--- config.mk ---
export PLATFORM = sky130hd
export DESIGN_NAME = rtms_ctrl
export DESIGN_NICKNAME = d
export VERILOG_FILES = /design/src/rtl/rtms_pkg.sv /design/src/rtl/rtms_ctrl.sv
export SDC_FILE = /design/constraint.sdc
export NUM_CORES = 1
export LEC_CHECK = 0
export ABC_AREA = 0
export BUFFER_PORTS_ARGS = -buffer_cell sky130_fd_sc_hd__buf_2
export CORE_MARGIN = 10
export CORE_UTILIZATION = 40
export DETAILED_ROUTE_END_ITERATION = 8
export PLACE_DENSITY = 0.64
export REMOVE_ABC_BUFFERS = 1
export SYNTH_ARGS = -nofsm -noshare
export SYNTH_HDL_FRONTEND = slang
export SYNTH_SLANG_ARGS = --single-unit
--- constraint.sdc ---
create_clock -name clk -period 6.1 [get_ports clk]
set_clock_uncertainty 0.2 [all_clocks]
set_input_delay 0.915 -clock clk [delete_from_list [all_inputs] [get_ports clk]]
set_output_delay 0.915 -clock clk [all_outputs]
set_load 0.01 [all_outputs]
--- src/rtl/rtms_pkg.sv ---
// shared types and constants for the range table membership search core
package rtms_pkg;

  localparam int CP_W              = 21;
  localparam int CNT_CFG_W         = 11;
  localparam int IDX_W             = 10;
  localparam int MAX_DEPTH_W       = 17;
  localparam int DEFAULT_TABLE_DEPTH = 1024;
  localparam int PADDR_W           = 4;
  localparam int PDATA_W           = 32;

  localparam logic [CP_W-1:0] DOMAIN_LIMIT_RST = 21'h00ffff;

  localparam logic [1:0] REG_RANGE_COUNT  = 2'd0;
  localparam logic [1:0] REG_COMPLEMENT   = 2'd1;
  localparam logic [1:0] REG_DOMAIN_LIMIT = 2'd2;

  localparam logic KIND_LOAD  = 1'b0;
  localparam logic KIND_QUERY = 1'b1;

  typedef struct packed {
    logic [CNT_CFG_W-1:0] range_count;
    logic                 complement_mode;
    logic [CP_W-1:0]      domain_limit;
  } cfg_t;

  typedef enum logic [1:0] {
    ST_IDLE,
    ST_SEARCH,
    ST_RESULT
  } state_t;

endpackage

--- src/rtl/rtms_ctrl.sv ---
// search sequencer, load path and result register
module rtms_ctrl
  import rtms_pkg::*;
#(
  parameter int TABLE_DEPTH = DEFAULT_TABLE_DEPTH,
  parameter int AW          = (TABLE_DEPTH > 1) ? $clog2(TABLE_DEPTH) : 1
) (
  input  logic             clk,
  input  logic             rst_n,
  input  cfg_t             cfg,
  input  logic             in_valid,
  output logic             in_ready,
  input  logic             in_kind,
  input  logic [IDX_W-1:0] in_entry_index,
  input  logic [CP_W-1:0]  in_range_low,
  input  logic [CP_W-1:0]  in_range_high,
  input  logic [CP_W-1:0]  in_code_point,
  output logic             out_valid,
  input  logic             out_ready,
  output logic             out_is_member,
  output logic             mem_wr_en,
  output logic [AW-1:0]    mem_wr_addr,
  output logic [CP_W-1:0]  mem_wr_lo,
  output logic [CP_W-1:0]  mem_wr_hi,
  output logic             mem_rd_en,
  output logic [AW-1:0]    mem_rd_addr,
  input  logic [CP_W-1:0]  mem_rd_lo,
  input  logic [CP_W-1:0]  mem_rd_hi
);

  localparam int CW = $clog2(TABLE_DEPTH + 1);

  state_t          state_r, state_nxt;
  logic [CP_W-1:0] cp_r;
  logic            compl_r;
  logic            over_r, over_nxt;
  logic [CW-1:0]   lo_r, lo_nxt;
  logic [CW-1:0]   hi_r, hi_nxt;
  logic [CW-1:0]   mid_r, mid_nxt;
  logic            pend_r, pend_nxt;
  logic            found_r, found_nxt;
  logic            out_valid_r;
  logic            out_member_r;

  logic            in_beat;
  logic            query_beat;
  logic [CW-1:0]   n_sat;
  logic            cp_below, cp_above, hit;
  logic [CW-1:0]   step_lo, step_hi;
  logic            step_more;
  logic [CW:0]     mid_sum;
  logic            out_free;

  assign in_ready   = (state_r == ST_IDLE);
  assign in_beat    = in_valid & in_ready;
  assign query_beat = in_beat & (in_kind == KIND_QUERY);
  assign out_free   = ~out_valid_r | out_ready;

  assign n_sat = (MAX_DEPTH_W'(cfg.range_count) > MAX_DEPTH_W'(TABLE_DEPTH))
               ? CW'(TABLE_DEPTH) : CW'(cfg.range_count);

  // load beats write straight into the table
  assign mem_wr_en   = in_beat & (in_kind == KIND_LOAD) &
                       (MAX_DEPTH_W'(in_entry_index) < MAX_DEPTH_W'(TABLE_DEPTH));
  assign mem_wr_addr = AW'(in_entry_index);
  assign mem_wr_lo   = in_range_low;
  assign mem_wr_hi   = in_range_high;

  // one search step: compare fetched entry, narrow bounds, pick next probe
  always_comb begin
    cp_below = cp_r < mem_rd_lo;
    cp_above = cp_r > mem_rd_hi;
    hit      = pend_r & ~cp_below & ~cp_above;
    step_lo  = lo_r;
    step_hi  = hi_r;
    if (pend_r) begin
      if (cp_below) begin
        step_hi = mid_r;
      end else if (cp_above) begin
        step_lo = mid_r + CW'(1);
      end
    end
    step_more = ~hit & (step_lo < step_hi);
    mid_sum   = {1'b0, step_lo} + {1'b0, step_hi};
  end

  always_comb begin
    state_nxt = state_r;
    unique case (state_r)
      ST_IDLE: begin
        if (query_beat) begin
          state_nxt = ST_SEARCH;
        end
      end
      ST_SEARCH: begin
        if (over_r || !step_more) begin
          state_nxt = ST_RESULT;
        end
      end
      ST_RESULT: begin
        if (out_free) begin
          state_nxt = ST_IDLE;
        end
      end
      default: state_nxt = ST_IDLE;
    endcase
  end

  always_comb begin
    lo_nxt      = lo_r;
    hi_nxt      = hi_r;
    mid_nxt     = mid_r;
    pend_nxt    = pend_r;
    found_nxt   = found_r;
    over_nxt    = over_r;
    mem_rd_en   = 1'b0;
    mem_rd_addr = mid_sum[AW:1];
    unique case (state_r)
      ST_IDLE: begin
        if (query_beat) begin
          lo_nxt    = '0;
          hi_nxt    = n_sat;
          pend_nxt  = 1'b0;
          found_nxt = 1'b0;
          over_nxt  = cfg.complement_mode & (in_code_point > cfg.domain_limit);
        end
      end
      ST_SEARCH: begin
        lo_nxt    = step_lo;
        hi_nxt    = step_hi;
        found_nxt = hit;
        mid_nxt   = mid_sum[CW:1];
        pend_nxt  = step_more & ~over_r;
        mem_rd_en = step_more & ~over_r;
      end
      ST_RESULT: ;
      default: ;
    endcase
  end

  always_ff @(posedge clk) begin
    if (!rst_n) begin
      state_r     <= ST_IDLE;
      pend_r      <= 1'b0;
      out_valid_r <= 1'b0;
    end else begin
      state_r <= state_nxt;
      pend_r  <= pend_nxt;
      if (state_r == ST_RESULT && out_free) begin
        out_valid_r <= 1'b1;
      end else if (out_ready) begin
        out_valid_r <= 1'b0;
      end
    end
  end

  always_ff @(posedge clk) begin
    lo_r    <= lo_nxt;
    hi_r    <= hi_nxt;
    mid_r   <= mid_nxt;
    found_r <= found_nxt;
    over_r  <= over_nxt;
    if (query_beat) begin
      cp_r    <= in_code_point;
      compl_r <= cfg.complement_mode;
    end
    if (state_r == ST_RESULT && out_free) begin
      out_member_r <= ~over_r & (compl_r ^ found_r);
    end
  end

  assign out_valid     = out_valid_r;
  assign out_is_member = out_member_r;

endmodule

* After elaboration in Yosys (flattened, before gate mapping) *
Index checks and enable logic that the tools add are counted.

cells by class
  $add $sub $neg = 2
  $lt $le $gt $ge = 5
  equality and inequality tests = 5
  multiplexer cells = 20
  bitwise operators = 17
  reductions and logical operators = 9

operators by type and width
  kind                                                                    number
  11-bit two-way mux                                                      8
  11-bit one-hot mux with 2 select lines                                  2
  21-bit > comparator                                                     2
  21-bit less-than comparator                                             1
  11-bit by 11-bit adder with 12-bit output                               1
  11-bit by 1-bit adder with 11-bit output (second input constant)        1
  11-bit > comparator (second input constant)                             1
  11-bit less-than comparator                                             1
  1-bit bitwise AND                                                       9
  2-bit two-way mux                                                       3
  1-bit NOT                                                               6
  2-bit one-hot mux with 3 select lines                                   1
  1-bit two-way mux                                                       4
  2-bit != test (second input constant)                                   2
  1-bit one-hot mux with 2 select lines                                   2
  2-bit AND reduction                                                     2
  2-bit nonzero test                                                      2
  3-bit AND reduction                                                     1
  2-bit by 1-bit equality test with 1-bit output (second input constant)  1
  2-bit equality test (second input constant)                             1
  2-bit logical NOT                                                       1
  2-bit by 1-bit != test with 1-bit output (second input constant)        1
  1-bit logical AND                                                       1
  1-bit logical NOT                                                       1
  other kinds (3)                                                         3

word-level totals
  flip-flop bits (word level) = 62
  input port bits = 153

* Longest topological paths before layout *
Gate-level depths: netlist (run 1).

  depth in word-level cells = 10
  depth in mapped cells = 23

* Least setup slack after synthesis (run 1) *
No wires, ideal clock.

  path kind = in2out
  start point = in mem_rd_lo[16]
  end point = out mem_rd_addr[9]
  arrival time = 4.675 ns
  data required time = 4.985 ns
  setup slack = 0.310 ns
  stages = 22
  cells stage by stage = inv_1 -> ha_1 -> a21oi_1 -> a31oi_1 -> a2111o_1 -> a21o_1 -> and2_1 -> nand2_1 -> buf_2 -> mux2i_1 -> fa_1 -> nor2b_1 -> o21ai_0 -> a21boi_0 -> o21ai_0 -> a21boi_0 -> o21a_1 -> o21ai_0 -> a21oi_1 -> nor2_1 -> xnor2_1 -> buf_4

between the ends
  cells in the longest elaborated chain, start to end = 4
  elaborated cells on any way between the ends = 6

ends and longest elaborated chain
  element                                        RTL line         text
  from (decl)                                    rtms_ctrl.sv:27  input logic [CP_W-1:0] mem_rd_lo,
  21-bit less-than comparator (*)                rtms_ctrl.sv:71  cp_below = cp_r < mem_rd_lo;
  11-bit two-way mux                             rtms_ctrl.sv:77  if (cp_below) begin
  11-bit two-way mux                             rtms_ctrl.sv:76  if (pend_r) begin
  11-bit by 11-bit adder with 12-bit output (*)  rtms_ctrl.sv:84  mid_sum = {1'b0, step_lo} + {1'b0, step_hi};
  to (decl)                                      rtms_ctrl.sv:26  output logic [AW-1:0] mem_rd_addr,

Mark *: on every way between the ends. The rest lies on a longest branch, timed or not.

* Final worst setup path (run 1) *
  start point = in mem_rd_lo[10]
  end point = out mem_rd_en

between the ends
  cells in the longest elaborated chain, start to end = 8
  elaborated cells on any way between the ends = 13

ends and longest elaborated chain
  element                                                              RTL line          text
  21-bit less-than comparator (*)                                      rtms_ctrl.sv:71
  branches (longest 4 deep; another with 11-bit less-than comparator)  --
  1-bit bitwise AND (*)                                                rtms_ctrl.sv:83   step_more = ~hit & (step_lo < step_hi);
  1-bit bitwise AND (*)                                                rtms_ctrl.sv:134  mem_rd_en = step_more & ~over_r;
  1-bit two-way mux (*)                                                rtms_ctrl.sv:118  unique case (state_r)
  to (decl)                                                            rtms_ctrl.sv:25   output logic mem_rd_en,

Mark *: on every way between the ends.

==> results of run 1 <==
repair_timing:
item	4_1_cts	5_1_grt
pin swaps	0	1
setup endpoints to repair	1	5
gates cloned	0	0
resized for setup	1	16
hold buffers	0	0
worst min path at each step:
stage                                        end  slack [ps]
after CTS                 out_valid$_SDFFE_PN0P_         320
after global placement    out_valid$_SDFFE_PN0P_         310
final                     out_valid$_SDFFE_PN0P_         320
after global routing      out_valid$_SDFFE_PN0P_         350
after detailed placement  out_valid$_SDFFE_PN0P_         310
after floorplan           out_valid$_SDFFE_PN0P_         300
report_power, final:
group | internal, mW | switching [mW] | total [mW]
clock | 0.329 | 0.197 | 0.527
combinational | 0.151 | 0.190 | 0.341
sequential | 0.504 | 0.0168 | 0.521
synth_stat cells (11+ instances only):
cell      instances  area [sq um]
o21ai_0          27           135
xnor2_1          12           105
nor2_1           30           113
buf_4            62           465
ha_1             83          1040
and2_1           11          68.8
edfxtp_1         58          1740
inv_1            88           330
nand2_1          30           113
mux2i_1          11           110
nand3_1          16          80.1
a21oi_1          29           145
worst min-delay path, stage by stage (launching register included):
cell	delay, ps
dfxtp_1	300
nand2b_1	80
a21boi_0	80
metal layers:
layer | wire length (um) | global-route usage [%] | vias to the layer above
li1 | - | - | 2093
met4 | 169 | 3.73 | 2
met3 | 1910 | 10.6 | 20
met5 | 64 | 4.71 | -
met2 | 6740 | 24.5 | 169
met1 | 6950 | 20.5 | 1970
layout make-up:
cell class,instances,area [sq um]
fillers,1229,7080
multi-input cells,359,2850
flip-flops and latches,62,1820
repair buffers,129,681
inverters,88,330
clock buffers,10,239
well taps,176,220
clock inverters,6,70.1
registers in the layout, summed over array words and instances, names as in the netlist:
name and cells:
mid_r 11, compl_r 1, out_valid 1, cp_r 21, lo_r 11, state_r 2
hi_r 11, found_r 1, out_is_member 1, pend_r 1, over_r 1
cell families after synthesis:
kind of cell / Yosys count / synth area share [%]
buffers and inverters: 156 / 15.1
adders and majority gates: 84 / 19.4
AOI/OAI and AO/OA: 105 / 12.7
xor gates and xnor gates: 17 / 2.87
and+or+nand+nor: 140 / 14.0
muxes: 13 / 2.44
DFF: 62 / 33.5
stage by stage:
step           setup WS [ps]  area, sq um  utilization (%)  hold slack, ps
5_1_grt                -37.3         6210             46.7             355
2_1_floorplan            338         4950                -             298
3_3_place_gp             120         5850             44.0             314
4_1_cts                 71.8         6170             46.4             320
6_report                 248         6210             46.7             316
3_5_place_dp           -13.1         5850             44.0             313
layout by cell type (no fill, tap or decap), types with 14 or more instances in the layout:
master      n
nor2_1     30
nand2_1    28
a21oi_1    29
inv_1      88
ha_1       83
o21ai_0    23
buf_2     115
buf_4      14
nand3_1    16
edfxtp_1   58
==> results.toml, run 1 <==
[finish]
antenna_cells = 0
nets = 886
drive_gt1_share_pct = 26.0
fin_cells = 830
synthToLayoutAreaGrowth_pct = 14.2

[global_route]
grt_pass1_wl_um = 24300
antenna_found_initial = 1
grt_pass1_vias = 4621
grt_use_total_pct = 17.0
grt_max_degree = 30
overflow = 0

[routing]
num_vias = 4254
first_pass_iters = 5
drc = 0
drt_first_iter_violations = 208
detail-route-antenna-nets = 0
drt-vias-per-instance = 5.13
drt-total-wl_um = 15800
wl_per_cell_um = 19.1

[run_status]
status = "completed"

[placement]
dpl.cell_count = 814
gp_congestion = 0.873
port_buffers = 115
place_hpwl_um = 13400

[timing]
fmax_mhz = 171
period_share_pct = 95.9
slew_viol_final = 0
relSlewSlack_pct = 26.1
worstMarginPinSlew_ps = 1110
grt_setup_unrepaired = "true"
tns_ps = 0
setup_violations = 0
finalHoldViolCount = 0
fin_crit_ps = 5850

[setup_path]
crit_arrival_ps = 4740
rr_endpoint = "state_r[1]$_SDFFE_PN0P_"
reg2reg_depth = 19
cp_top_family = "compound AO/OA/AOI/OAI gates"
crit_path_start = "mem_rd_lo[10]"
slowest_delay_ps = 460
cp_max_fo = 9
crit_buf_inv = 6
r2r_start = "cp_r[10]$_DFFE_PP_"
endpoint = "mem_rd_en"
cp_data_required_time_ps = 4980
rrSetupSlack_ps = 1520
critPathSlowestCell = "a2111o_1"
cp.depth = 20
cp-end-kind = "primary output"
worstSetupPathType = "in2out"
worst_path_most_repeated_cell = "inv_1"
startpoint_type = "input pin"
crit_chain = "buf_2 > inv_1 > ha_1 > a21oi_1 > o21ai_0 > a2111o_1 > a21oi_1 > nand2_2 > buf_4 > mux2i_2 > inv_1 > ha_1 > nor4_2 > nand2_1 > a2111o_1 > a31oi_1 > o21ai_1 > o2111ai_2 > inv_1 > buf_2"

[clocking]
cts_made_buffers = 9
cts_tree = "done"
clockBufferDepth = 2
cts.clk_slew.worst_paths_ps = 50
htreeDepth = 3
cts.sinks = 62
insertion_delay_ps = 330
cts_setup_buffers = 0
cts-root-buf = "clkbuf_16"

[synthesis]
syn_area_sq_um = 5440
ys.flop_type = "edfxtp_1"
ys_ff_latch = 62
seq_area_frac_synth_pct = 33.5
avgSynthCellArea_sq_um = 9.43
synth_edf_count = 58
syn_inst = 577
async_flop_share_pct = 0
yosysWarnings = 0
synth.distinct_cells = 57

[worst_hold_path]
min_path_type = "reg2reg"
whs_path_depth = 2
min_from = "out_valid$_SDFFE_PN0P_"

[floorplanning]
die_w_um = 137
pin_count = 220
initial_utilization_pct = 40.9
coreArea_sq_um = 13300
die_h_um = 137
dieArea_sq_um = 18700
rows = 42

[power]
power_density_nw_per_um2 = 223
leakage_nw = 3.03
power_mw = 1.39
peakVddDrop_uv = 112

[flow_run]
cap_violations = 0
Power figures use the tool's default switching activity.
==> run 2: changes to the inputs <==
- CORE_ASPECT_RATIO: not set -> 0.9
- PLACE_DENSITY: 0.64 -> 0.67
- clock period: 6.1 -> 5.2 ns (I/O delays scaled with it)
==> results.toml, run 2 (synthesis results as in run 1) <==
[floorplanning]
initial_utilization_pct = 40.7
die_h_um = 131
pin_count = 220
coreArea_sq_um = 13400
rows = 40
die_w_um = 143
dieArea_sq_um = 18700

[power]
peakVddDrop_uv = 150
power_density_nw_per_um2 = 248
leakage_nw = 3.39

[timing]
grt_setup_unrepaired = "true"
layout_setup_ws_ps = -238
fin_crit_ps = 5440
setup_violations = 3
fmax_mhz = 184
slew_viol_final = 0
finalHoldViolCount = 0
period_share_pct = 105
relSlewSlack_pct = 25.3
worstMarginPinSlew_ps = 1120

[finish]
synthToLayoutAreaGrowth_pct = 35.0
layout_commonest_cell = "buf_2"
design_area_sq_um = 7350
antenna_cells = 0
nets = 950
drive_gt1_share_pct = 44.4
largest_reg_flops = 21
largest_register = "cp_r"
final_cell_mix = "109 x buf_2, 74 x buf_4, 67 x inv_1"
fillers = 1058

[setup_path]
crit_arrival_ps = 4460
cp_data_required_time_ps = 4220
startpoint_type = "input pin"
crit_chain = "buf_2 > inv_2 > ha_4 > nand4_1 > buf_4 > nor3_4 > a221oi_2 > o211ai_1 > and2_4 > nand2_8 > buf_6 > mux2_4 > ha_4 > buf_6 > nand2b_4 > a21oi_2 > o21bai_1 > a21oi_1 > o21bai_1 > a21oi_1 > nor2_1 > o2111ai_2 > inv_1 > buf_2"
cp_max_fo = 6
r2r_start = "cp_r[19]$_DFFE_PP_"
worstSetupPathType = "in2out"
slowest_delay_ps = 310
critPathSlowestCell = "mux2_4"
rr_endpoint = "state_r[1]$_SDFFE_PN0P_"
cp-end-kind = "primary output"
reg2reg_depth = 24
rrSetupSlack_ps = 570

[global_route]
grt_max_degree = 30
grt_pass1_wl_um = 28300
grt_pass1_vias = 5115
antenna_found_initial = 0
grt_use_total_pct = 20.1
overflow = 0

[clocking]
insertion_delay_ps = 330
htreeDepth = 3
hold_buffers = 0
clockBufferDepth = 2
cts_made_buffers = 9
cts_tree = "done"
cts.sinks = 62
cts.clk_slew.worst_paths_ps = 50
cts-root-buf = "clkbuf_16"

[placement]
port_buffers = 115
place_hpwl_um = 15300
gp_congestion = 0.930
dpl_cell_area_sq_um = 6160
post-place-ws_ps = -602

[worst_hold_path]
min_from = "out_valid$_SDFFE_PN0P_"
worst_hold_path.endpoint = "out_valid$_SDFFE_PN0P_"
whs_path_depth = 2
min_path_type = "reg2reg"

[run_status]
violations = "negative setup slack"
status = "finished, violations left"

[flow_run]
cap_violations = 0

[routing]
wl_per_cell_um = 22.0
detail-route-antenna-nets = 0
drt-total-wl_um = 19500
num_vias = 4651
first_pass_iters = 5
drt-vias-per-instance = 5.25
drc = 0
drt_first_iter_violations = 287
## run 2: through the flow
| step | util (%) | cells | hold WS (ps) | TNS, ps | power (mW) |
|---|---|---|---|---|---|
| 2_1_floorplan | - | 509 | 298 | -683 | 0.859 |
| 3_3_place_gp | 46.1 | 848 | 320 | -2070 | 1.05 |
| 3_5_place_dp | 46.1 | 848 | 322 | -2900 | 1.07 |
| 4_1_cts | 53.5 | 883 | 339 | -54.2 | 1.78 |
| 5_1_grt | 55.0 | 886 | 398 | -1370 | 1.90 |
| 6_report | 55.0 | 886 | 331 | -534 | 1.82 |
## run 2: timing repair
| action | in CTS | in global routing |
|---|---|---|
| setup endpoints to repair | 8 | 7 |
| cloned | 0 | 0 |
| resized for setup | 95 | 44 |
| pin swaps | 47 | 40 |
| setup buffers | 19 | 6 |
## run 2: critical path: cells and delay by family
family,cells,cell delay [ps]
buffers and inverters,7,810
and+or+nand+nor,6,910
AOI/OAI and AO/OA,8,1110
adders and majority gates,2,510
muxes,1,310
## run 2: worst max-delay path by stage
| stage | start | slack [ps] | end |
|---|---|---|---|
| after floorplan | mem_rd_lo[16] | -290 | mem_rd_addr[9] |
| after global placement | mem_rd_lo[16] | -450 | mem_rd_addr[9] |
| after detailed placement | mem_rd_lo[16] | -600 | mem_rd_addr[9] |
| after CTS | mem_rd_hi[11] | -30 | mem_rd_addr[9] |
| after global routing | mem_rd_hi[19] | -410 | mem_rd_en |
| final | mem_rd_hi[19] | -240 | mem_rd_en |
## run 2: report_power, final
group,leakage (nW),internal (mW),switching (mW),total [mW]
registers,0.582,0.592,0.0254,0.618
logic,2.66,0.281,0.287,0.568
clock network,0.155,0.423,0.213,0.636
total,3.39,1.30,0.525,1.82
## run 2: layout make-up
cell class	count	area, sq um	share of cell area (%)
Clock buffer	14	284	3.86
Multi-Input combinational cell	359	3450	46.9
Tap cell	168	210	2.86
Timing Repair Buffer	193	1220	16.6
Sequential cell	62	1820	24.8
Inverter	88	335	4.56
Clock inverter	2	37.5	0.511
## run 2: layer usage
layer | part of all wire [%] | global-route usage [%] | vias up
met5 | 1.2 | 9.67 | -
met4 | 1.6 | 5.52 | 4
met3 | 14 | 13.0 | 26
met2 | 44 | 30.3 | 203
met1 | 40 | 22.3 | 2203
li1 | - | - | 2215
