**src/rtl/rtms_pkg.sv**
```systemverilog
// shared types and constants for the range table membership search core
package rtms_pkg;

  localparam int CP_W              = 21;
  localparam int CNT_CFG_W         = 11;
  localparam int IDX_W             = 10;
  localparam int MAX_DEPTH_W       = 17;
  localparam int DEFAULT_TABLE_DEPTH = 1024;
  localparam int PADDR_W           = 4;
  localparam int PDATA_W           = 32;

  localparam logic [CP_W-1:0] DOMAIN_LIMIT_RST = 21'h00ffff;

  localparam logic [1:0] REG_RANGE_COUNT  = 2'd0;
  localparam logic [1:0] REG_COMPLEMENT   = 2'd1;
  localparam logic [1:0] REG_DOMAIN_LIMIT = 2'd2;

  localparam logic KIND_LOAD  = 1'b0;
  localparam logic KIND_QUERY = 1'b1;

  typedef struct packed {
    logic [CNT_CFG_W-1:0] range_count;
    logic                 complement_mode;
    logic [CP_W-1:0]      domain_limit;
  } cfg_t;

  typedef enum logic [1:0] {
    ST_IDLE,
    ST_SEARCH,
    ST_RESULT
  } state_t;

endpackage

```
**src/rtl/rtms_cfg.sv**
```systemverilog
// configuration registers behind the apb-style port
module rtms_cfg
  import rtms_pkg::*;
(
  input  logic               clk,
  input  logic               rst_n,
  input  logic               psel,
  input  logic               penable,
  input  logic               pwrite,
  input  logic [PADDR_W-1:0] paddr,
  input  logic [PDATA_W-1:0] pwdata,
  output logic [PDATA_W-1:0] prdata,
  output logic               pready,
  output cfg_t               cfg
);

  logic [CNT_CFG_W-1:0] range_count_r;
  logic                 complement_r;
  logic [CP_W-1:0]      domain_limit_r;
  logic                 wr_en;

  assign pready = 1'b1;
  assign wr_en  = psel & penable & pwrite;

  always_ff @(posedge clk) begin
    if (!rst_n) begin
      range_count_r  <= '0;
      complement_r   <= 1'b0;
      domain_limit_r <= DOMAIN_LIMIT_RST;
    end else if (wr_en) begin
      unique case (paddr[3:2])
        REG_RANGE_COUNT:  range_count_r  <= pwdata[CNT_CFG_W-1:0];
        REG_COMPLEMENT:   complement_r   <= pwdata[0];
        REG_DOMAIN_LIMIT: domain_limit_r <= pwdata[CP_W-1:0];
        default: ;
      endcase
    end
  end

  always_comb begin
    unique case (paddr[3:2])
      REG_RANGE_COUNT:  prdata = PDATA_W'(range_count_r);
      REG_COMPLEMENT:   prdata = PDATA_W'(complement_r);
      REG_DOMAIN_LIMIT: prdata = PDATA_W'(domain_limit_r);
      default:          prdata = '0;
    endcase
  end

  assign cfg.range_count     = range_count_r;
  assign cfg.complement_mode = complement_r;
  assign cfg.domain_limit    = domain_limit_r;

endmodule

```
**config.mk**
```make
export PLATFORM = sky130hd
export DESIGN_NAME = rtms_cfg
export DESIGN_NICKNAME = d
export VERILOG_FILES = /design/src/rtl/rtms_pkg.sv /design/src/rtl/rtms_cfg.sv
export SDC_FILE = /design/constraint.sdc
export NUM_CORES = 1
export LEC_CHECK = 0
export BUFFER_PORTS_ARGS = -buffer_cell sky130_fd_sc_hd__buf_2
export CELL_PAD_IN_SITES_DETAIL_PLACEMENT = 0
export CELL_PAD_IN_SITES_GLOBAL_PLACEMENT = 2
export CORE_ASPECT_RATIO = 0.7
export CORE_MARGIN = 4
export CORE_UTILIZATION = 23
export CTS_BUF_LIST = sky130_fd_sc_hd__clkbuf_8
export DETAILED_ROUTE_END_ITERATION = 7
export PLACE_DENSITY = 0.83
export SLEW_MARGIN = 20
export SYNTH_ARGS = -nofsm -noshare
export SYNTH_HDL_FRONTEND = slang
export SYNTH_SLANG_ARGS = --single-unit
export TNS_END_PERCENT = 10
```
**constraint.sdc**
```tcl
create_clock -name clk -period 1.17 [get_ports clk]
set_input_delay 0.0585 -clock clk [delete_from_list [all_inputs] [get_ports clk]]
set_output_delay 0.0585 -clock clk [all_outputs]
set_load 0.02 [all_outputs]
```
; ---- Yosys cells after proc, flatten, opt, wreduce, memory -nomap -nowiden
; Cells that the tools add are included.
[totals]
register_bits = 33
word_cells = 12
in_bits = 41
[op_classes]
n_reduce_logical = 4
bitwise_logic = 2
eq_ne = 2
mux = 1
[ops]
columns = cell, count
row1 = case mux 21 bit (3 select lines), 1
row2 = AND reduction 2 bit, 3
row3 = bitwise AND 1 bit, 2
row4 = == test 2 x 1 -> 1 bit (second input constant), 1
row5 = == test 2 bit (second input constant), 1
row6 = logical NOT 2 bit, 1

; ---- Logic depth before layout (Yosys ltp)
; Gate-level depths: netlist of run 1.
[depth]
word_depth = 3
ltp_mapped = 6
depth_no_buf = 3

; ---- Worst setup path after synthesis of run 1
; OpenSTA, ideal clock, no wires.
[synth_timing]
path_kind = register to output
from = reg domain_limit_r[0]
to = out prdata[0]
path_stages_with_launch = 3
slack_ns = 0.086
t_arrival_ns = 1.026
t_required_ns = 1.112
n_path_buf = 0
cell_sequence = dfxtp_1 mux2i_1 o21ai_0
[synth_between]
elab_chain_len = 1
[synth_rtl]
columns = item, line_no
row1 = start: declaration, rtms_cfg.sv:19  ; logic [CP_W-1:0] domain_limit_r;
row2 = start signal: assignment, rtms_cfg.sv:34  ; REG_DOMAIN_LIMIT: domain_limit_r <= pwdata[CP_W-1:0];
row3 = case mux 21 bit (3 select lines), rtms_cfg.sv:41  ; unique case (paddr[3:2])
row4 = end: declaration, rtms_cfg.sv:12  ; output logic [PDATA_W-1:0] prdata,
; Every way passes these cells.

; ---- Final worst setup path of run 1
; Ends and elaborated chain as after synthesis.

==> run_results.csv, run 1 <==
group,metric,value,unit
outcome,outcome,"complete, no violations",
floorplanning,start_util,24.4,%
worst_setup_path,crit_path_max_fanout,3,
placed_design,gp_congestion,0.724,
floorplanning,die_area,0.00883,sq mm
logic_synthesis,synth_cell_type_count,22,
sta,period_needed,1.08,ns
routing,via_count,1548,
placed_design,portBuffers,81,
routing,routedWlPerCell,13.1,um
routing,first_pass_iters,4,
clock_network,cts_root_buf,"clkbuf_8",
floorplanning,rows,25,
clock_network,post-cts-setup-buffers,0,
logic_synthesis,synth-seq-cells,33,
sta,finalCritPeriodShare,92.7,%
placed_design,dp_hpwl,3620,um
worst_setup_path,crit_type,"register to output port",
layout,n_antenna_cell,0,
placed_design,place_area,0.00215,sq mm
sta,finalHoldViolations,0,
global_routing,grt_pass1_wl,8020,um
pwr,max-vdd-ir-drop,0.352,mV
floorplanning,io_pins,107,
clock_network,cts_hold_buf,0,
routing,drt-total-wl,4890,um
clock_network,htreeDepth,2,
global_routing,grt_pass1_vias,1544,
clock_network,worstSkewPairLatency,0.28,ns
layout,final_cell_area,0.00224,sq mm
sta,maxSlewViolCount,0,
clock_network,clkSlewWorstSetupHoldPaths,0.07,ns
sta,rsz0062_at_grt,"no",
logic_synthesis,ys_seq_area_share,39.0,%
floorplanning,core_area,0.00694,sq mm
clock_network,cts_tree,"built",
layout,final_cell_mix,"buf_2, nand2_1, dfxtp_1",
pwr,p_leak,0.00114,uW
sta,tns,0,ns
pwr,total_power,2420,uW
clock_network,ctsResizeCount,0,
global_routing,globalRouteTotalUtil,11.3,%
global_routing,grt_overflow,0,
worst_setup_path,reg2reg_depth,2,
routing,viasPerCell,4.15,
routing,dr.first_iter.drc_count,72,
layout,final_common_cell,"buf_2",
floorplanning,die_w,111,um
routing,antenna_left,0,
worst_setup_path,critical_path.startpoint,"domain_limit_r[0]$_SDFFE_PN1P_",
logic_synthesis,syn_area,0.00170,sq mm
pwr,power_density,1080,mW/mm^2
layout,instances_no_fill,373,
layout,layout-drive-gt1-share,36.6,%
worst_setup_path,crit_path_end_kind,"output port",
sta,final.setup_skew,0,ns
layout,nNetsFinal,320,
routing,drc,0,
placed_design,dp_cells,366,
global_routing,antenna_found_initial,0,
logic_synthesis,avgSynthCellArea,8.43,sq um
layout,n_fill_cell,783,
clock_network,numCtsBuffers,5,
job,cap_violations,0,
layout,syn_to_final_growth,32.0,%
logic_synthesis,synthCells,201,
worst_setup_path,crit_path_end,"prdata[0]",
worst_setup_path,r2r_end,"domain_limit_r[5]$_SDFFE_PN1P_",
min_path,hp-class,"input port to register",
worst_setup_path,worstPathRequired,1.11,ns
worst_setup_path,critPathArrivalTime,1.03,ns
floorplanning,chipHeight,79.8,um
global_routing,grt_start_max_net_pins,50,
worst_setup_path,r2r_setup_slack,0.52,ns
logic_synthesis,synth_warnings,0,
worst_setup_path,crit_path_start_kind,"register",
worst_setup_path,r2r_start,"domain_limit_r[5]$_SDFFE_PN1P_",
sta,clock.fmax,922,MHz
clock_network,cts.path.max_buffers,2,
clock_network,clock_sinks,33,
sta,finalSetupViolCount,0,
[cell families (layout without fill, tap and decap cells)]
logic type	count (synthesis)	in the layout	share of synthesized area, %
DFF	33	33	39.0
and+or+nand+nor	76	76	21.1
muxes	28	28	16.5
other	2	12	0.443
buffers and inverters	45	113	14.7
AOI/OAI and AO/OA	17	17	8.27
[power by group]
part	leakage, uW	switching, uW	internal [uW]
sequential	0.000267	14.4	1140
combinational	0.000829	250	141
clock	0.0000485	412	458
total	0.00114	676	1740
[synth_stat cells (all sizes together)]
| cell type | count | area (sq um) |
|---|---|---|
| nand2 | 33 | 124 |
| and2 | 11 | 71.3 |
| nand3b | 1 | 7.51 |
| conb | 2 | 7.51 |
| nand3 | 17 | 85.1 |
| o21ai | 1 | 5.00 |
| and3 | 1 | 6.26 |
| o211ai | 16 | 135 |
| nor2 | 10 | 37.5 |
| nor3 | 1 | 5.00 |
| dfxtp | 33 | 661 |
| nor3b | 1 | 7.51 |
| inv | 16 | 60.1 |
| buf | 22 | 163 |
| mux2i | 28 | 280 |
| clkbuf | 7 | 26.3 |
| nor2b | 1 | 13.8 |
[layer usage]
metal	global-route usage (%)	part of all wire (%)
met3	4.55	8.1
met4	2.95	0.94
met1	15.4	52
met5	0	0
met2	16.4	39
[sequential cells by signal (all words and copies together), names as in the netlist]
name,cells
range_count_r,11
complement_r,1
domain_limit_r,21
[stage by stage]
step	worst slack (ns)	hold slack, ns	utilization (%)
floorplan	0.0857	0.201	-
global placement	0.117	0.306	31.0
detailed placement	0.0918	0.315	31.0
CTS	0.0687	0.0103	32.2
global route	0.000412	0.0212	32.2
finish	0.0858	0.0161	32.2
[worst min path at each step]
stage	from	to	slack, ns	cells after the start
global route	pwdata[19]	domain_limit_r[19]$_SDFFE_PN0P_	0.02	3
finish	pwdata[16]	domain_limit_r[16]$_SDFFE_PN0P_	0.02	3
detailed placement	pwdata[12]	domain_limit_r[12]$_SDFFE_PN1P_	0.31	3
floorplan	pwdata[16]	domain_limit_r[16]$_SDFFE_PN0P_	0.20	2
global placement	pwdata[14]	domain_limit_r[14]$_SDFFE_PN1P_	0.31	3
CTS	pwdata[19]	domain_limit_r[19]$_SDFFE_PN0P_	0.01	3
[critical path, stage by stage, from the launching register on]
cell and delay, ns:
dfxtp_1 0.36, mux2i_1 0.08, o21ai_0 0.13, buf_2 0.19
[layout make-up]
| cell class | count | area [sq um] | share of cell area [%] |
|---|---|---|---|
| Clock buffer | 6 | 82.6 | 3.69 |
| Clock inverter | 1 | 3.75 | 0.168 |
| Multi-Input combinational cell | 133 | 828 | 37.0 |
| Inverter | 16 | 60.1 | 2.68 |
| Tap cell | 94 | 118 | 5.25 |
| Timing Repair Buffer | 90 | 485 | 21.7 |
| Sequential cell | 33 | 661 | 29.5 |
(Power assumes the default switching activity.)
==> inputs of run 2 (changes only) <==
--- a/constraint.sdc
+++ b/constraint.sdc
@@ -3,2 +3,2 @@
 set_output_delay 0.0585 -clock clk [all_outputs]
-set_load 0.02 [all_outputs]
+set_load 0.01 [all_outputs]
==> run_results.csv, run 2 (synthesis gave the netlist of run 1 again) <==
group,metric,value,unit
outcome,outcome,"complete, no violations",
global_routing,grt_overflow,0,
routing,drc,0,
worst_setup_path,crit_path_end,"prdata[0]",
worst_setup_path,crit_path_end_kind,"output port",
layout,n_fill_cell,782,
clock_network,cts_root_buf,"clkbuf_8",
sta,tns,0,ns
layout,n_antenna_cell,0,
clock_network,numCtsBuffers,5,
placed_design,portBuffers,81,
routing,via_count,1551,
worst_setup_path,critical_path.startpoint,"domain_limit_r[0]$_SDFFE_PN1P_",
layout,final_cell_area,0.00225,sq mm
placed_design,place_area,0.00216,sq mm
worst_setup_path,r2r_end,"domain_limit_r[1]$_SDFFE_PN1P_",
floorplanning,io_pins,107,
clock_network,post-cts-setup-buffers,0,
global_routing,grt_pass1_vias,1556,
global_routing,globalRouteTotalUtil,11.1,%
sta,rsz0062_at_grt,"no",
clock_network,worstSkewPairLatency,0.27,ns
worst_setup_path,crit_type,"register to output port",
layout,layout-drive-gt1-share,36.8,%
clock_network,clock_sinks,33,
floorplanning,rows,25,
layout,top_regs,"domain_limit_r x21, range_count_r x11, complement_r x1",
floorplanning,core_area,0.00694,sq mm
worst_setup_path,reg2reg_depth,2,
worst_setup_path,r2r_start,"domain_limit_r[1]$_SDFFE_PN1P_",
clock_network,cts_tree,"built",
sta,maxSlewViolCount,0,
sta,finalSetupViolCount,0,
floorplanning,start_util,24.4,%
worst_setup_path,worstPathRequired,1.11,ns
global_routing,grt_start_max_net_pins,50,
routing,first_pass_iters,4,
pwr,total_power,2350,uW
sta,finalCritPeriodShare,91.8,%
job,cap_violations,0,
sta,period_needed,1.07,ns
routing,antenna_left,0,
layout,regMostFlops,"domain_limit_r",
clock_network,cts.path.max_buffers,2,
layout,largest_reg_flops,21,
sta,finalHoldViolations,0,
pwr,max-vdd-ir-drop,0.402,mV
floorplanning,die_area,0.00883,sq mm
sta,clock.fmax,931,MHz
routing,dr.first_iter.drc_count,38,
routing,viasPerCell,4.15,
layout,nNetsFinal,321,
clock_network,clkSlewWorstSetupHoldPaths,0.07,ns
layout,final_cell_mix,"buf_2, nand2_1, dfxtp_1",
clock_network,ctsResizeCount,0,
placed_design,gp_congestion,0.721,
sta,hold_slack,0.0193,ns
layout,regArea,661,sq um
placed_design,dp_hpwl,3690,um
layout,multi_input_area,828,sq um
layout,syn_to_final_growth,32.5,%
worst_setup_path,crit_path_max_fanout,3,
global_routing,antenna_found_initial,0,
layout,utilization,32.3,%
floorplanning,die_w,111,um
worst_setup_path,critPathArrivalTime,1.02,ns
routing,routedWlPerCell,13.0,um
pwr,p_leak,0.00115,uW
global_routing,grt_pass1_wl,7930,um
min_path,hp-class,"input port to register",
routing,drt-total-wl,4870,um
sta,final.setup_skew,0,ns
pwr,power_density,1050,mW/mm^2
worst_setup_path,crit_path_start_kind,"register",
worst_setup_path,r2r_setup_slack,0.52,ns
clock_network,htreeDepth,2,
clock_network,cts_hold_buf,0,
layout,final_common_cell,"buf_2",
floorplanning,chipHeight,79.8,um
[run 2: report_power, final]
group	leakage [uW]	total (uW)	switching (uW)	internal [uW]
Sequential	0.000267	1160	14.3	1140
Combinational	0.000833	338	194	143
Clock	0.0000485	857	399	458
Total	0.00115	2350	607	1740
[run 2: how the worst min path moves through the flow]
stage | endpoint | start | depth (start not counted) | slack, ns
detailed placement | domain_limit_r[11]$_SDFFE_PN1P_ | pwdata[11] | 3 | 0.31
floorplan | domain_limit_r[16]$_SDFFE_PN0P_ | pwdata[16] | 2 | 0.20
global route | domain_limit_r[16]$_SDFFE_PN0P_ | pwdata[16] | 3 | 0.005
global placement | domain_limit_r[14]$_SDFFE_PN1P_ | pwdata[14] | 3 | 0.31
finish | domain_limit_r[16]$_SDFFE_PN0P_ | pwdata[16] | 3 | 0.02
CTS | domain_limit_r[16]$_SDFFE_PN0P_ | pwdata[16] | 3 | 0.004
[run 2: metal layers]
metal / track usage, % / part of all wire (%)
met5: 0 / 0
met4: 2.58 / 0.47
met3: 3.86 / 7.0
met2: 16.6 / 42
met1: 15.4 / 51
[run 2: per-stage QoR]
step / std cells / setup slack (ns)
2_1_floorplan: 211 / 0.235
3_3_place_gp: 367 / 0.117
3_5_place_dp: 367 / 0.0909
4_1_cts: 374 / 0.0709
5_1_grt: 374 / 0.0195
6_report: 374 / 0.0956
[run 2: area by class of cell]
cell class,count,area share (%)
clock buffer,6,3.68
clock inverter,1,0.167
inverter,16,2.67
multi-input combinational,133,36.9
sequential,33,29.4
tap,94,5.24
timing repair buffer,91,21.9
[run 2: worst max-delay path, cell delays in order, from the launching register on]
cell and delay [ns]:
dfxtp_1 0.36, mux2i_1 0.08, o21ai_0 0.15, buf_2 0.16
==> inputs of run 3 (changes only) <==
- CELL_PAD_IN_SITES_DETAIL_PLACEMENT: 0 -> default
- CELL_PAD_IN_SITES_GLOBAL_PLACEMENT: 2 -> default
- CORE_UTILIZATION: 23 -> 44
==> run_results.csv, run 3 (synthesis gave the netlist of run 1 again) <==
group,metric,value,unit
outcome,outcome,"complete, no violations",
placed_design,portBuffers,81,
layout,nNetsFinal,320,
worst_setup_path,crit_path_max_fanout,3,
clock_network,ctsResizeCount,0,
layout,final_cell_area,0.00218,sq mm
pwr,switching_power,582,uW
pwr,power_density,1040,mW/mm^2
placed_design,gp_congestion,0.726,
routing,drc,0,
layout,final_cell_mix,"buf_2, nand2_1, dfxtp_1",
floorplanning,core_area,0.00360,sq mm
sta,finalHoldViolations,0,
floorplanning,die_w,82.2,um
layout,syn_to_final_growth,28.6,%
layout,largest_reg_flops,21,
floorplanning,chipHeight,59.9,um
placed_design,dp_hpwl,3070,um
floorplanning,start_util,47.0,%
pwr,p_int,1690,uW
routing,drt-total-wl,4090,um
routing,antenna_left,0,
routing,first_pass_iters,5,
clock_network,cts_hold_buf,0,
pwr,max-vdd-ir-drop,0.598,mV
worst_setup_path,critPathArrivalTime,0.98,ns
worst_setup_path,worstPathRequired,1.11,ns
layout,regMostFlops,"domain_limit_r",
global_routing,grt_start_max_net_pins,50,
placed_design,place_area,0.00210,sq mm
sta,rsz0062_at_grt,"no",
layout,instances_no_fill,330,
sta,maxSlewViolCount,0,
worst_setup_path,critical_path.startpoint,"domain_limit_r[10]$_SDFFE_PN1P_",
global_routing,grt_overflow,0,
sta,tns,0,ns
pwr,switching_share,25.7,%
worst_setup_path,crit_path_start_kind,"register",
floorplanning,io_pins,107,
clock_network,cts_root_buf,"clkbuf_8",
layout,n_fill_cell,353,
global_routing,globalRouteTotalUtil,17.4,%
pwr,clock_power_share,34.6,%
pwr,seqPwrFrac,51.0,%
worst_setup_path,crit_path_end_kind,"output port",
global_routing,grt_pass1_wl,6570,um
layout,layout-drive-gt1-share,36.8,%
floorplanning,die_area,0.00493,sq mm
floorplanning,rows,18,
clock_network,numCtsBuffers,5,
sta,finalSetupViolCount,0,
sta,final.setup_skew,0,ns
pwr,comb_power_share,14.4,%
layout,n_antenna_cell,0,
global_routing,antenna_found_initial,0,
job,cap_violations,0,
routing,dr.first_iter.drc_count,62,
clock_network,clkSlewWorstSetupHoldPaths,0.06,ns
layout,utilization,60.5,%
clock_network,cts_tree,"built",
pwr,p_leak,0.00115,uW
clock_network,worstSkewPairLatency,0.27,ns
worst_setup_path,crit_type,"register to output port",
worst_setup_path,r2r_start,"domain_limit_r[10]$_SDFFE_PN1P_",
clock_network,post-cts-setup-buffers,0,
min_path,holdCritStartpoint,"pwdata[16]",
clock_network,cts.path.max_buffers,2,
routing,via_count,1551,
layout,top_regs,"domain_limit_r x21, range_count_r x11, complement_r x1",
layout,multi_input_area,828,sq um
clock_network,clock_sinks,33,
sta,clock.fmax,964,MHz
layout,final_common_cell,"buf_2",
routing,routedWlPerCell,12.4,um
layout,regArea,661,sq um
min_path,hp-class,"input port to register",
routing,viasPerCell,4.70,
placed_design,dp_cells,322,
sta,period_needed,1.04,ns
sta,finalCritPeriodShare,88.7,%
clock_network,htreeDepth,2,
global_routing,grt_pass1_vias,1494,
==> run 3: cell count changes in the layout (fill, tap and decap cells not counted), sizes merged <==
| cell | change |
|---|---|
| buf | -1 |
| clkbuf | -1 |
| clkinv | +2 |
==> run 3: critical path: stages (launching register included) <==
cell and delay, ns:
dfxtp_1 0.38, mux2i_1 0.09, nor2_1 0.09, buf_2 0.14
==> run 3: power groups by stage <==
stage	Clock [uW]	Sequential, uW	Combinational [uW]
after floorplan	0	1190	213
after global placement	0	1180	321
after detailed placement	0	1180	327
after CTS	820	1160	329
after global routing	890	1160	362
final	784	1160	328
==> run 3: worst paths after layout <==
check                                          to  depth (start not counted)  slack, ns
setup / recovery                       prdata[10]                          3       0.13
hold / removal    domain_limit_r[16]$_SDFFE_PN0P_                          3       0.02
setup reg to reg  domain_limit_r[10]$_SDFFE_PN1P_                          2       0.52
hold reg to reg   domain_limit_r[17]$_SDFFE_PN0P_                          2       0.47
==> run 3: layer usage <==
metal / vias to the layer above / global-route usage, % / routed length [um]
li1: 784 / - / -
met1: 697 / 21.2 / 1770
met2: 63 / 28.7 / 1900
met3: 7 / 5.87 / 374
met4: 0 / 6.40 / 46
met5: - / 0 / 0
==> run 3: area by class of cell <==
| type | count | area share, % |
|---|---|---|
| clock buffers | 5 | 3.16 |
| flip-flops and latches | 33 | 30.3 |
| repair buffers | 90 | 22.3 |
| multi-input cells | 133 | 38.0 |
| inverters | 16 | 2.76 |
| well taps | 50 | 2.87 |
| clock inverters | 3 | 0.631 |
==> run 3: metrics by stage <==
stage / hold slack [ns] / setup WS (ns) / power [uW]
2_1_floorplan: 0.201 / 0.235 / 1400
4_1_cts: 0.00670 / 0.109 / 2310
6_report: 0.0206 / 0.132 / 2270
5_1_grt: 0.0228 / 0.0541 / 2410
3_5_place_dp: 0.315 / 0.0670 / 1510
3_3_place_gp: 0.303 / 0.111 / 1500
